File: config.mk
export PLATFORM = sky130hd
export DESIGN_NAME = color_threshold_window_centroid_unit
export DESIGN_NICKNAME = d
export VERILOG_FILES = /design/src/ctwc_pkg.sv /design/src/ctwc_queue.sv /design/src/ctwc_front.sv /design/src/ctwc_div.sv /design/src/ctwc_back.sv /design/src/color_threshold_window_centroid_unit.sv
export SDC_FILE = /design/constraint.sdc
export NUM_CORES = 2
export LEC_CHECK = 0
export ABC_AREA = 1
export BUFFER_PORTS_ARGS = -buffer_cell sky130_fd_sc_hd__buf_4
export CAP_MARGIN = 20
export CORE_AREA = 2 2 296 298
export DETAILED_ROUTE_END_ITERATION = 6
export DIE_AREA = 0 0 298 300
export PLACE_DENSITY = 0.65
export SLEW_MARGIN = 20
export SYNTH_ARGS = -nofsm -noshare
export SYNTH_HDL_FRONTEND = slang
export SYNTH_SLANG_ARGS = --single-unit
File: constraint.sdc
create_clock -name clk -period 12 [get_ports clk]
set_input_delay 1.8 -clock clk [delete_from_list [all_inputs] [get_ports clk]]
set_output_delay 1.8 -clock clk [all_outputs]
set_load 0.02 [all_outputs]
File: src/ctwc_pkg.sv
package ctwc_pkg;

  // Field widths
  localparam int PIX_W      = 8;
  localparam int DIM_W      = 11;
  localparam int COORD_W    = 10;
  localparam int FRAC_W     = 8;
  localparam int CENTROID_W = COORD_W + FRAC_W;
  localparam int SUM_W      = 30;
  localparam int COUNT_W    = 21;

  // Tracking constants
  localparam int MAX_DIM     = 1024;
  localparam int MIN_HITS    = 20;
  localparam int BOX_DIVISOR = 10;

  // Half-size of the search window: width / BOX_DIVISOR as a multiply by a
  // rounded-up reciprocal; exact for every width up to MAX_DIM
  localparam int BOX_SHIFT = 15;
  localparam int BOX_RECIP = (2 ** BOX_SHIFT + BOX_DIVISOR - 1) / BOX_DIVISOR;
  localparam int RECIP_W   = $clog2(BOX_RECIP + 1);
  localparam int HALF_W    = $clog2(MAX_DIM / BOX_DIVISOR + 1);
  localparam int SPAN_W    = HALF_W + FRAC_W;

  // Queue between front and back
  localparam int QUEUE_DEPTH = 4;
  localparam int QPTR_W      = $clog2(QUEUE_DEPTH);
  localparam int QCNT_W      = $clog2(QUEUE_DEPTH + 1);

  // Divider: one quotient bit per step
  localparam int DIV_STEPS = CENTROID_W;
  localparam int DIV_CNT_W = $clog2(DIV_STEPS + 1);

  // Configuration port
  localparam int DATA_W    = 32;
  localparam int NUM_REGS  = 8;
  localparam int REG_IDX_W = $clog2(NUM_REGS);
  localparam int ADDR_W    = REG_IDX_W + 2;

  typedef enum logic [REG_IDX_W-1:0] {
    REG_RED_LOW      = 3'd0,
    REG_RED_HIGH     = 3'd1,
    REG_GREEN_LOW    = 3'd2,
    REG_GREEN_HIGH   = 3'd3,
    REG_BLUE_LOW     = 3'd4,
    REG_BLUE_HIGH    = 3'd5,
    REG_FRAME_WIDTH  = 3'd6,
    REG_FRAME_HEIGHT = 3'd7
  } cfg_reg_t;

  typedef struct packed {
    logic [PIX_W-1:0] red;
    logic [PIX_W-1:0] green;
    logic [PIX_W-1:0] blue;
  } pix_t;

  typedef struct packed {
    logic                  pass;
    logic                  in_window;
    logic                  frame_done;
    logic [CENTROID_W-1:0] centroid_x;
    logic [CENTROID_W-1:0] centroid_y;
    logic [COUNT_W-1:0]    window_hits;
    logic                  used_fallback;
  } res_t;

  typedef struct packed {
    logic [PIX_W-1:0] red_low;
    logic [PIX_W-1:0] red_high;
    logic [PIX_W-1:0] green_low;
    logic [PIX_W-1:0] green_high;
    logic [PIX_W-1:0] blue_low;
    logic [PIX_W-1:0] blue_high;
    logic [DIM_W-1:0] frame_width;
    logic [DIM_W-1:0] frame_height;
  } cfg_t;

  // Classified pixel waiting for the back end
  typedef struct packed {
    logic               pass;
    logic               in_window;
    logic               frame_done;
    logic [COUNT_W-1:0] window_hits;
  } q_entry_t;

  // Sums chosen at the end of a frame
  typedef struct packed {
    logic [SUM_W-1:0]   sum_x;
    logic [SUM_W-1:0]   sum_y;
    logic [COUNT_W-1:0] count;
    logic               fallback;
    logic               keep;
  } fin_t;

  // Back end to front end
  typedef struct packed {
    logic [CENTROID_W-1:0] centroid_x;
    logic [CENTROID_W-1:0] centroid_y;
    logic                  resume;
  } ctr_t;

endpackage

File: src/ctwc_queue.sv
module ctwc_queue (
  input  logic               clk,
  input  logic               rst,
  input  logic               push,
  input  ctwc_pkg::q_entry_t push_data,
  output logic               full,
  input  logic               pop,
  output ctwc_pkg::q_entry_t head,
  output logic               empty
);
  import ctwc_pkg::*;

  q_entry_t          store [QUEUE_DEPTH];
  logic [QPTR_W-1:0] wr_ptr;
  logic [QPTR_W-1:0] rd_ptr;
  logic [QCNT_W-1:0] count;

  assign full  = (count == QCNT_W'(QUEUE_DEPTH));
  assign empty = (count == '0);
  assign head  = store[rd_ptr];

  // Write the entry at the tail
  always_ff @(posedge clk) begin
    if (push) begin
      store[wr_ptr] <= push_data;
    end
  end

  // Advance pointers and occupancy
  always_ff @(posedge clk) begin
    if (rst) begin
      wr_ptr <= '0;
      rd_ptr <= '0;
      count  <= '0;
    end else begin
      if (push) begin
        wr_ptr <= wr_ptr + QPTR_W'(1);
      end
      if (pop) begin
        rd_ptr <= rd_ptr + QPTR_W'(1);
      end
      case ({push, pop})
        2'b10:   count <= count + QCNT_W'(1);
        2'b01:   count <= count - QCNT_W'(1);
        default: count <= count;
      endcase
    end
  end

  a_no_push_when_full: assert property (@(posedge clk) disable iff (rst)
    push |-> !full) else $error("queue written while full");

  a_no_pop_when_empty: assert property (@(posedge clk) disable iff (rst)
    pop |-> !empty) else $error("queue read while empty");

endmodule

File: src/ctwc_front.sv
module ctwc_front (
  input  logic               clk,
  input  logic               rst,
  input  ctwc_pkg::cfg_t     cfg,
  input  logic               push,
  output logic               full,
  input  ctwc_pkg::pix_t     pixel,
  input  ctwc_pkg::ctr_t     ctr,
  output logic               q_push,
  output ctwc_pkg::q_entry_t q_data,
  input  logic               q_full,
  output ctwc_pkg::fin_t     fin
);
  import ctwc_pkg::*;

  logic [COORD_W-1:0] column_count;
  logic [COORD_W-1:0] row_count;
  logic [SUM_W-1:0]   window_sum_x;
  logic [SUM_W-1:0]   window_sum_y;
  logic [COUNT_W-1:0] window_count;
  logic [SUM_W-1:0]   full_sum_x;
  logic [SUM_W-1:0]   full_sum_y;
  logic [COUNT_W-1:0] full_count;
  logic               hold_off;

  logic [DIM_W-1:0]         w_eff;
  logic [DIM_W-1:0]         h_eff;
  logic [DIM_W+RECIP_W-1:0] half_prod;
  logic [HALF_W-1:0]        half;
  logic [SPAN_W-1:0]        span;
  logic                     accept;
  logic                     pass;
  logic                     win;
  logic                     hit_win;
  logic                     row_end;
  logic                     done;
  logic [SUM_W-1:0]         add_x;
  logic [SUM_W-1:0]         add_y;
  logic [SUM_W-1:0]         window_sum_x_next;
  logic [SUM_W-1:0]         window_sum_y_next;
  logic [COUNT_W-1:0]       window_count_next;
  logic [SUM_W-1:0]         full_sum_x_next;
  logic [SUM_W-1:0]         full_sum_y_next;
  logic [COUNT_W-1:0]       full_count_next;
  fin_t                     fin_next;

  // Coordinate inside the clipped window around a Q10.8 centre
  function automatic logic coord_inside(
    input logic [COORD_W-1:0]    p,
    input logic [CENTROID_W-1:0] c,
    input logic [SPAN_W-1:0]     sp,
    input logic [DIM_W-1:0]      dim
  );
    logic [CENTROID_W-1:0] lo;
    logic [CENTROID_W:0]   hi;
    logic [CENTROID_W:0]   lim;
    lo  = (c > CENTROID_W'(sp)) ? (c - CENTROID_W'(sp)) : '0;
    hi  = (CENTROID_W+1)'(c) + (CENTROID_W+1)'(sp);
    lim = {dim, {FRAC_W{1'b0}}};
    if (hi > lim) begin
      hi = lim;
    end
    return (p >= lo[CENTROID_W-1:FRAC_W]) && ({1'b0, p, {FRAC_W{1'b0}}} < hi);
  endfunction

  // Clamp dimensions to 1..MAX_DIM
  always_comb begin
    if (cfg.frame_width == '0) begin
      w_eff = DIM_W'(1);
    end else if (cfg.frame_width > DIM_W'(MAX_DIM)) begin
      w_eff = DIM_W'(MAX_DIM);
    end else begin
      w_eff = cfg.frame_width;
    end
    if (cfg.frame_height == '0) begin
      h_eff = DIM_W'(1);
    end else if (cfg.frame_height > DIM_W'(MAX_DIM)) begin
      h_eff = DIM_W'(MAX_DIM);
    end else begin
      h_eff = cfg.frame_height;
    end
  end

  // Window half-size from the frame width
  assign half_prod = (DIM_W+RECIP_W)'(w_eff) * (DIM_W+RECIP_W)'(BOX_RECIP);
  assign half      = half_prod[BOX_SHIFT +: HALF_W];
  assign span      = {half, {FRAC_W{1'b0}}};

  // Classify the pixel
  assign full   = hold_off || q_full;
  assign accept = push && !full;

  assign pass = (pixel.red   >= cfg.red_low)   && (pixel.red   <= cfg.red_high)   &&
                (pixel.green >= cfg.green_low) && (pixel.green <= cfg.green_high) &&
                (pixel.blue  >= cfg.blue_low)  && (pixel.blue  <= cfg.blue_high);
  assign win  = coord_inside(column_count, ctr.centroid_x, span, w_eff) &&
                coord_inside(row_count, ctr.centroid_y, span, h_eff);
  assign hit_win = pass && win;

  assign row_end = (DIM_W'(column_count) + DIM_W'(1)) >= w_eff;
  assign done    = row_end && ((DIM_W'(row_count) + DIM_W'(1)) >= h_eff);

  // Accumulate sums with this pixel included
  assign add_x = SUM_W'(column_count);
  assign add_y = SUM_W'(row_count);

  assign full_sum_x_next   = pass    ? full_sum_x + add_x : full_sum_x;
  assign full_sum_y_next   = pass    ? full_sum_y + add_y : full_sum_y;
  assign full_count_next   = pass    ? full_count + COUNT_W'(1) : full_count;
  assign window_sum_x_next = hit_win ? window_sum_x + add_x : window_sum_x;
  assign window_sum_y_next = hit_win ? window_sum_y + add_y : window_sum_y;
  assign window_count_next = hit_win ? window_count + COUNT_W'(1) : window_count;

  // Choose window or full-frame sums at the end of the frame
  always_comb begin
    if (window_count_next > COUNT_W'(MIN_HITS)) begin
      fin_next.sum_x    = window_sum_x_next;
      fin_next.sum_y    = window_sum_y_next;
      fin_next.count    = window_count_next;
      fin_next.fallback = 1'b0;
      fin_next.keep     = 1'b0;
    end else begin
      fin_next.sum_x    = full_sum_x_next;
      fin_next.sum_y    = full_sum_y_next;
      fin_next.count    = full_count_next;
      fin_next.fallback = 1'b1;
      fin_next.keep     = (full_count_next == '0);
    end
  end

  // Hand the classified pixel to the queue
  assign q_push             = accept;
  assign q_data.pass        = pass;
  assign q_data.in_window   = win;
  assign q_data.frame_done  = done;
  assign q_data.window_hits = window_count_next;

  // Latch the chosen sums for the back end
  always_ff @(posedge clk) begin
    if (accept && done) begin
      fin <= fin_next;
    end
  end

  // Raster position, sums and end-of-frame hold
  always_ff @(posedge clk) begin
    if (rst) begin
      column_count <= '0;
      row_count    <= '0;
      window_sum_x <= '0;
      window_sum_y <= '0;
      window_count <= '0;
      full_sum_x   <= '0;
      full_sum_y   <= '0;
      full_count   <= '0;
      hold_off     <= 1'b0;
    end else begin
      if (accept) begin
        if (row_end) begin
          column_count <= '0;
          row_count    <= done ? '0 : row_count + COORD_W'(1);
        end else begin
          column_count <= column_count + COORD_W'(1);
        end
        if (done) begin
          window_sum_x <= '0;
          window_sum_y <= '0;
          window_count <= '0;
          full_sum_x   <= '0;
          full_sum_y   <= '0;
          full_count   <= '0;
          hold_off     <= 1'b1;
        end else begin
          window_sum_x <= window_sum_x_next;
          window_sum_y <= window_sum_y_next;
          window_count <= window_count_next;
          full_sum_x   <= full_sum_x_next;
          full_sum_y   <= full_sum_y_next;
          full_count   <= full_count_next;
        end
      end else if (ctr.resume) begin
        hold_off <= 1'b0;
      end
    end
  end

  a_sums_clear_while_held: assert property (@(posedge clk) disable iff (rst)
    hold_off |-> (full_count == '0) && (window_count == '0))
    else $error("sums not cleared while waiting for centroid");

endmodule

File: src/ctwc_div.sv
module ctwc_div (
  input  logic                              clk,
  input  logic                              rst,
  input  logic                              start,
  input  logic [ctwc_pkg::SUM_W-1:0]        sum,
  input  logic [ctwc_pkg::COUNT_W-1:0]      count,
  output logic                              done,
  output logic [ctwc_pkg::CENTROID_W-1:0]   quot
);
  import ctwc_pkg::*;

  // Coordinates stay below 2^COORD_W, so sum < count * 2^COORD_W and the
  // quotient of (sum << FRAC_W) / count fits CENTROID_W bits. The upper
  // dividend bits therefore start as a remainder already below count.
  logic [COUNT_W-1:0]    rem;
  logic [CENTROID_W-1:0] bits;
  logic [DIV_CNT_W-1:0]  steps;
  logic                  running;
  logic [COUNT_W:0]      trial;
  logic                  take;

  assign trial = {rem, bits[CENTROID_W-1]};
  assign take  = (trial >= (COUNT_W+1)'(count));

  // One quotient bit per cycle
  always_ff @(posedge clk) begin
    if (start) begin
      rem  <= COUNT_W'(sum[SUM_W-1:COORD_W]);
      bits <= {sum[COORD_W-1:0], {FRAC_W{1'b0}}};
      quot <= '0;
    end else if (running) begin
      rem  <= take ? COUNT_W'(trial - (COUNT_W+1)'(count)) : COUNT_W'(trial);
      bits <= {bits[CENTROID_W-2:0], 1'b0};
      quot <= {quot[CENTROID_W-2:0], take};
    end
  end

  // Step count and completion pulse
  always_ff @(posedge clk) begin
    if (rst) begin
      steps   <= '0;
      running <= 1'b0;
      done    <= 1'b0;
    end else begin
      done <= running && (steps == DIV_CNT_W'(1));
      if (start) begin
        steps   <= DIV_CNT_W'(DIV_STEPS);
        running <= 1'b1;
      end else if (running) begin
        steps   <= steps - DIV_CNT_W'(1);
        running <= (steps != DIV_CNT_W'(1));
      end
    end
  end

endmodule

File: src/ctwc_back.sv
module ctwc_back (
  input  logic               clk,
  input  logic               rst,
  input  logic               q_empty,
  input  ctwc_pkg::q_entry_t q_data,
  output logic               q_pop,
  input  ctwc_pkg::fin_t     fin,
  output ctwc_pkg::ctr_t     ctr,
  input  logic               pop,
  output logic               empty,
  output ctwc_pkg::res_t     result
);
  import ctwc_pkg::*;

  typedef enum logic [3:0] {
    B_IDLE   = 4'b0001,
    B_DIV_X  = 4'b0010,
    B_DIV_Y  = 4'b0100,
    B_FINISH = 4'b1000
  } back_state_t;

  back_state_t           state;
  back_state_t           state_next;
  logic [CENTROID_W-1:0] centroid_x_reg;
  logic [CENTROID_W-1:0] centroid_y_reg;
  logic [CENTROID_W-1:0] quot_x;
  logic                  out_valid;
  res_t                  out_r;

  logic                  slot_free;
  logic                  load;
  res_t                  load_data;
  logic                  div_start;
  logic [SUM_W-1:0]      div_sum;
  logic                  div_done;
  logic [CENTROID_W-1:0] div_quot;
  logic                  resume;

  ctwc_div u_div (
    .clk   (clk),
    .rst   (rst),
    .start (div_start),
    .sum   (div_sum),
    .count (fin.count),
    .done  (div_done),
    .quot  (div_quot)
  );

  assign slot_free = !out_valid || pop;
  assign empty     = !out_valid;
  assign result    = out_r;

  assign ctr.centroid_x = centroid_x_reg;
  assign ctr.centroid_y = centroid_y_reg;
  assign ctr.resume     = resume;

  // Sequence plain pixels and end-of-frame divisions
  always_comb begin
    state_next = state;
    q_pop      = 1'b0;
    load       = 1'b0;
    div_start  = 1'b0;
    div_sum    = fin.sum_x;
    resume     = 1'b0;

    load_data.pass          = q_data.pass;
    load_data.in_window     = q_data.in_window;
    load_data.frame_done    = q_data.frame_done;
    load_data.centroid_x    = centroid_x_reg;
    load_data.centroid_y    = centroid_y_reg;
    load_data.window_hits   = q_data.window_hits;
    load_data.used_fallback = 1'b0;

    case (state)
      B_IDLE: begin
        if (!q_empty) begin
          if (!q_data.frame_done) begin
            if (slot_free) begin
              load  = 1'b1;
              q_pop = 1'b1;
            end
          end else if (fin.keep) begin
            state_next = B_FINISH;
          end else begin
            div_start  = 1'b1;
            state_next = B_DIV_X;
          end
        end
      end
      B_DIV_X: begin
        if (div_done) begin
          div_start  = 1'b1;
          div_sum    = fin.sum_y;
          state_next = B_DIV_Y;
        end
      end
      B_DIV_Y: begin
        if (div_done) begin
          state_next = B_FINISH;
        end
      end
      B_FINISH: begin
        load_data.used_fallback = fin.fallback;
        if (slot_free) begin
          load       = 1'b1;
          q_pop      = 1'b1;
          resume     = 1'b1;
          state_next = B_IDLE;
        end
      end
      default: begin
        state_next = B_IDLE;
      end
    endcase
  end

  // Hold the result until it is taken
  always_ff @(posedge clk) begin
    if (load) begin
      out_r <= load_data;
    end
  end

  always_ff @(posedge clk) begin
    if (rst) begin
      state          <= B_IDLE;
      out_valid      <= 1'b0;
      centroid_x_reg <= '0;
      centroid_y_reg <= '0;
    end else begin
      state <= state_next;
      if (load) begin
        out_valid <= 1'b1;
      end else if (pop) begin
        out_valid <= 1'b0;
      end
      if ((state == B_DIV_Y) && div_done) begin
        centroid_x_reg <= quot_x;
        centroid_y_reg <= div_quot;
      end
    end
  end

  // Park the column quotient while the row divides
  always_ff @(posedge clk) begin
    if ((state == B_DIV_X) && div_done) begin
      quot_x <= div_quot;
    end
  end

  a_centroid_only_after_div: assert property (@(posedge clk) disable iff (rst)
    ($past(!rst) && (centroid_x_reg != $past(centroid_x_reg))) |->
    $past(state == B_DIV_Y)) else $error("centroid changed outside division");

  a_resume_with_frame_result: assert property (@(posedge clk) disable iff (rst)
    resume |=> out_valid && out_r.frame_done)
    else $error("front released without end-of-frame transfer");

  a_div_done_when_waiting: assert property (@(posedge clk) disable iff (rst)
    div_done |-> (state == B_DIV_X) || (state == B_DIV_Y))
    else $error("division finished with nobody waiting");

endmodule

File: src/color_threshold_window_centroid_unit.sv
// Colour-threshold blob tracker with a search window around the last centroid.
// Pixels enter in raster order on the push/full side as one transfer each;
// every pixel gives exactly one result on the empty/pop side, in order.
// Each result carries the threshold outcome, the window test, the running
// window hit count and, on the last pixel of a frame, the new Q10.8 centroid.
// The APB port sets the colour bounds and the frame size; write it only while
// no pixel is in flight.
// A taken pixel is written into the queue and then loaded into the output
// register, from which its result is popped.
// Throughput: one pixel per cycle within a frame while the receiver keeps up,
// set by the four-entry queue between classifier and output stage. After the
// last pixel of a frame, full stays high until the centroid is updated: the
// shared divider produces one quotient bit per cycle, first for the column and
// then for the row, and the next frame's window needs the new centroid. A frame
// in which no pixel passed keeps the centroid and skips both divisions.
// Reset (synchronous) restores the default bounds and 320x240, clears the
// centroid, the raster position and the sums, and empties the queue.
// When the receiver stalls, results back up into the queue and full rises
// once it fills; nothing is dropped.
module color_threshold_window_centroid_unit (
  input  logic                          clk,
  input  logic                          rst,
  input  logic                          push,
  output logic                          full,
  input  ctwc_pkg::pix_t                pixel,
  output logic                          empty,
  input  logic                          pop,
  output ctwc_pkg::res_t                result,
  input  logic                          psel,
  input  logic                          penable,
  input  logic                          pwrite,
  input  logic [ctwc_pkg::ADDR_W-1:0]   paddr,
  input  logic [ctwc_pkg::DATA_W-1:0]   pwdata,
  output logic [ctwc_pkg::DATA_W-1:0]   prdata,
  output logic                          pready
);
  import ctwc_pkg::*;

  cfg_t     cfg;
  cfg_reg_t reg_idx;
  logic     cfg_write;
  ctr_t     ctr;
  fin_t     fin;
  q_entry_t q_in;
  q_entry_t q_head;
  logic     q_push;
  logic     q_pop;
  logic     q_full;
  logic     q_empty;

  assign pready    = 1'b1;
  assign reg_idx   = cfg_reg_t'(paddr[ADDR_W-1:2]);
  assign cfg_write = psel && penable && pwrite && pready;

  // Write configuration registers
  always_ff @(posedge clk) begin
    if (rst) begin
      cfg.red_low      <= PIX_W'(0);
      cfg.red_high     <= PIX_W'(40);
      cfg.green_low    <= PIX_W'(0);
      cfg.green_high   <= PIX_W'(255);
      cfg.blue_low     <= PIX_W'(0);
      cfg.blue_high    <= PIX_W'(255);
      cfg.frame_width  <= DIM_W'(320);
      cfg.frame_height <= DIM_W'(240);
    end else if (cfg_write) begin
      case (reg_idx)
        REG_RED_LOW:      cfg.red_low      <= pwdata[PIX_W-1:0];
        REG_RED_HIGH:     cfg.red_high     <= pwdata[PIX_W-1:0];
        REG_GREEN_LOW:    cfg.green_low    <= pwdata[PIX_W-1:0];
        REG_GREEN_HIGH:   cfg.green_high   <= pwdata[PIX_W-1:0];
        REG_BLUE_LOW:     cfg.blue_low     <= pwdata[PIX_W-1:0];
        REG_BLUE_HIGH:    cfg.blue_high    <= pwdata[PIX_W-1:0];
        REG_FRAME_WIDTH:  cfg.frame_width  <= pwdata[DIM_W-1:0];
        REG_FRAME_HEIGHT: cfg.frame_height <= pwdata[DIM_W-1:0];
        default:          cfg              <= cfg;
      endcase
    end
  end

  // Read back configuration registers
  always_comb begin
    case (reg_idx)
      REG_RED_LOW:      prdata = DATA_W'(cfg.red_low);
      REG_RED_HIGH:     prdata = DATA_W'(cfg.red_high);
      REG_GREEN_LOW:    prdata = DATA_W'(cfg.green_low);
      REG_GREEN_HIGH:   prdata = DATA_W'(cfg.green_high);
      REG_BLUE_LOW:     prdata = DATA_W'(cfg.blue_low);
      REG_BLUE_HIGH:    prdata = DATA_W'(cfg.blue_high);
      REG_FRAME_WIDTH:  prdata = DATA_W'(cfg.frame_width);
      REG_FRAME_HEIGHT: prdata = DATA_W'(cfg.frame_height);
      default:          prdata = '0;
    endcase
  end

  ctwc_front u_front (
    .clk    (clk),
    .rst    (rst),
    .cfg    (cfg),
    .push   (push),
    .full   (full),
    .pixel  (pixel),
    .ctr    (ctr),
    .q_push (q_push),
    .q_data (q_in),
    .q_full (q_full),
    .fin    (fin)
  );

  ctwc_queue u_queue (
    .clk       (clk),
    .rst       (rst),
    .push      (q_push),
    .push_data (q_in),
    .full      (q_full),
    .pop       (q_pop),
    .head      (q_head),
    .empty     (q_empty)
  );

  ctwc_back u_back (
    .clk     (clk),
    .rst     (rst),
    .q_empty (q_empty),
    .q_data  (q_head),
    .q_pop   (q_pop),
    .fin     (fin),
    .ctr     (ctr),
    .pop     (pop),
    .empty   (empty),
    .result  (result)
  );

endmodule

==> results.py <==
metrics = {
    "outcome": {
        "status": "finished, final reports clean",
    },
    "placed_design": {
        "placed_area_um2": 40500,
        "dp.final_hpwl_mm": 75.7,
        "place.gp.congestion": 0.940,
        "numPortBuffers": 118,
    },
    "synth": {
        "async_flop_share_pct": 0,
        "syn_avg_cell_area_um2": 7.81,
        "synthTopCellsByArea": "edfxtp_1 (22%), dfxtp_1 (17%), nand2_1 (12%)",
        "ys_ff_latch": 617,
        "synth_common_cells": "nand2_1 (1201), inv_1 (554), a21oi_1 (449), nor2_1 (366), o21ai_0 (334)",
        "synth_top_flop_cell": "dfxtp_1",
        "synth_top_area_share_pct": 22.5,
        "yosysMostFrequentCell": "nand2_1",
        "syn_inst": 4923,
        "netlist_area_um2": 38500,
        "yosysTopAreaCell": "edfxtp_1",
        "ys_types": 56,
        "synth-edff-count": 288,
        "ys_seq_area_share_pct": 39.6,
        "synth_warnings": 0,
    },
    "route": {
        "firstDrtPassIters": 6,
        "routed_via_density": 5.38,
        "finalWirelength_mm": 108,
        "drc": 0,
        "ant_nets": 0,
        "wl_per_cell_um": 17.4,
        "drt-initial-drc-count": 2848,
        "vias": 33400,
    },
    "clock_tree": {
        "cts_sinks": 617,
        "numCtsBuffers": 69,
        "hold_buffers": 0,
        "clockRootBuffer": "clkbuf_16",
        "cts_max_level": 3,
        "clock_latency_ns": 0.63,
        "clk_pin_slew_ns": 0.06,
        "cts_buffer_depth": 3,
        "cts_tree": "built",
    },
    "sta": {
        "slew_headroom_pct": 31.1,
        "drv_slew": 0,
        "setup_viol": 0,
        "period_needed_ns": 11.35,
        "hold_viol_final": 0,
        "setup_tns_ns": 0,
        "worst_slew_pin_slew_ns": 1.03,
        "fmax_mhz": 88.1,
        "finalCritPeriodShare_pct": 94.6,
        "clock_skew_ns": 0.0251,
    },
    "setup_path": {
        "cp.arrival_ns": 11.71,
        "timing.critical_path.buf_inv": 8,
        "crit_path_start_kind": "flip-flop",
        "critPathMaxFanout": 23,
        "r2r_end": "u_front.fin[41]",
        "required_ns": 12.36,
        "r2r_cells": 62,
        "rrSetupSlack_ns": 0.65,
        "slowest_delay_ns": 0.54,
        "worstSetupPathType": "reg -> reg",
        "cp_top_family": "simple AND/OR/NAND/NOR gates",
        "crit_slowest_cell": "fa_1",
        "crit_cells": 62,
        "end_kind": "flip-flop",
        "cp_common_cell": "nand2_1",
        "r2r_start": "cfg[15]",
        "worstSetupEndpoint": "u_front.fin[41]",
        "cp-startpoint": "cfg[15]",
    },
    "floorplanning": {
        "start_util_pct": 44.6,
        "fp.coreArea_um2": 86200,
        "ios": 164,
        "die_y_um": 300,
        "std_cell_rows": 108,
        "die-area_um2": 89400,
        "die_x_um": 298,
    },
    "global_routing": {
        "grt_pass1_wl_mm": 168,
        "overflow": 0,
        "grt_pass1_vias": 30800,
        "grt_max_degree": 87,
        "antenna_found_initial": 0,
        "grt_usage_pct": 23.3,
    },
    "power": {
        "ir_worst_vdd_v": 0.000109,
        "leakagePower_uw": 0.0176,
        "pwr_density_cell_nw_per_um2": 154,
    },
    "finish": {
        "largest_register_ff_count": 96,
        "regArea_um2": 15200,
        "synthToLayoutAreaGrowth_pct": 11.7,
        "fin_nets": 5405,
        "top_regs": "u_queue.store x96, u_front.fin x83, cfg x70",
        "regMostFlops": "u_queue.store",
        "fillers": 8352,
        "antenna_cells": 0,
        "multiInputGateArea_um2": 20400,
        "drive_gt1_share_pct": 6.97,
        "fin_area_um2": 43000,
    },
    "worst_hold_path": {
        "hp-class": "reg -> reg",
    },
    "run": {
        "maxCapViolCount": 0,
    },
}
per-layer routing:
metal,vias to the layer above,track usage (%),wire length (um)
met5,-,0,0
met4,0,5.70,1990
met3,128,2.95,6320
met2,902,38.0,49900
met1,15700,32.8,49700
li1,16700,-,-
timing repair:
action                     CTS  global route
setup endpoints to repair    0           123
buffers inserted             0             7
gates resized for setup      0            27
final cells by class:
type | instances | share of cell area (%)
Sequential cell | 617 | 35.5
Multi-Input combinational cell | 3558 | 47.5
Tap cell | 1155 | 3.36
Clock buffer | 90 | 4.49
Inverter | 567 | 4.96
Clock inverter | 35 | 0.664
Timing Repair Buffer | 182 | 3.50
cell families after synthesis:
kind of cell	count (synthesis)	share of synthesized area [%]
flip-flops	617	39.6
adder cells (fa/ha/maj)	342	11.9
buffers and inverters	772	7.98
other	2	0.0195
XOR/XNOR	202	4.60
AND/OR/NAND/NOR	2014	22.1
AO/OA/AOI/OAI	974	13.7
placed cells by master (no fill, tap or decap), drive strengths merged, types with 17 or more instances in the layout:
| master | instances |
|---|---|
| a21oi | 450 |
| a31oi | 17 |
| buf | 180 |
| clkbuf | 92 |
| clkinv | 34 |
| conb | 22 |
| dfxtp | 329 |
| edfxtp | 288 |
| fa | 41 |
| ha | 301 |
| inv | 561 |
| nand2 | 1205 |
| nand3 | 137 |
| nand4 | 175 |
| nor2 | 371 |
| nor3 | 74 |
| nor4 | 28 |
| o211ai | 25 |
| o21ai | 338 |
| o22ai | 59 |
| xnor2 | 62 |
| xor2 | 140 |
metrics by stage:
step | setup slack (ns) | power (uW) | utilization, % | hold slack (ns) | std cells
2_1_floorplan | 1.77 | 3930 | - | 0.403 | 4943
6_report | 0.650 | 6610 | 49.8 | 0.452 | 6204
3_3_place_gp | 0.589 | 4490 | 46.9 | 0.439 | 6065
4_1_cts | 0.459 | 6640 | 49.5 | 0.446 | 6190
5_1_grt | -0.103 | 6960 | 49.8 | 0.471 | 6204
3_5_place_dp | 0.514 | 4520 | 46.9 | 0.434 | 6065
power by group:
group	leakage [uW]	switching (uW)	internal (uW)
combinational	0.0113	1270	619
sequential	0.00526	98.9	2510
clock	0.00109	902	1200
total	0.0176	2280	4330
worst min path at each step:
stage | startpoint | endpoint | slack, ns | depth (start not counted)
after detailed placement | u_back.u_div.quot[16] | u_back.quot_x[16] | 0.43 | 0
after CTS | u_back.u_div.quot[1] | u_back.quot_x[1] | 0.45 | 0
final | u_back.u_div.quot[16] | u_back.quot_x[16] | 0.45 | 0
after floorplan | u_back.centroid_x_reg[15] | u_back.result[55] | 0.40 | 0
after global placement | u_back.u_div.quot[15] | u_back.quot_x[15] | 0.44 | 0
after global routing | u_back.u_div.quot[16] | u_back.quot_x[16] | 0.47 | 0
Note: power is estimated with default switching activity, not from simulation.
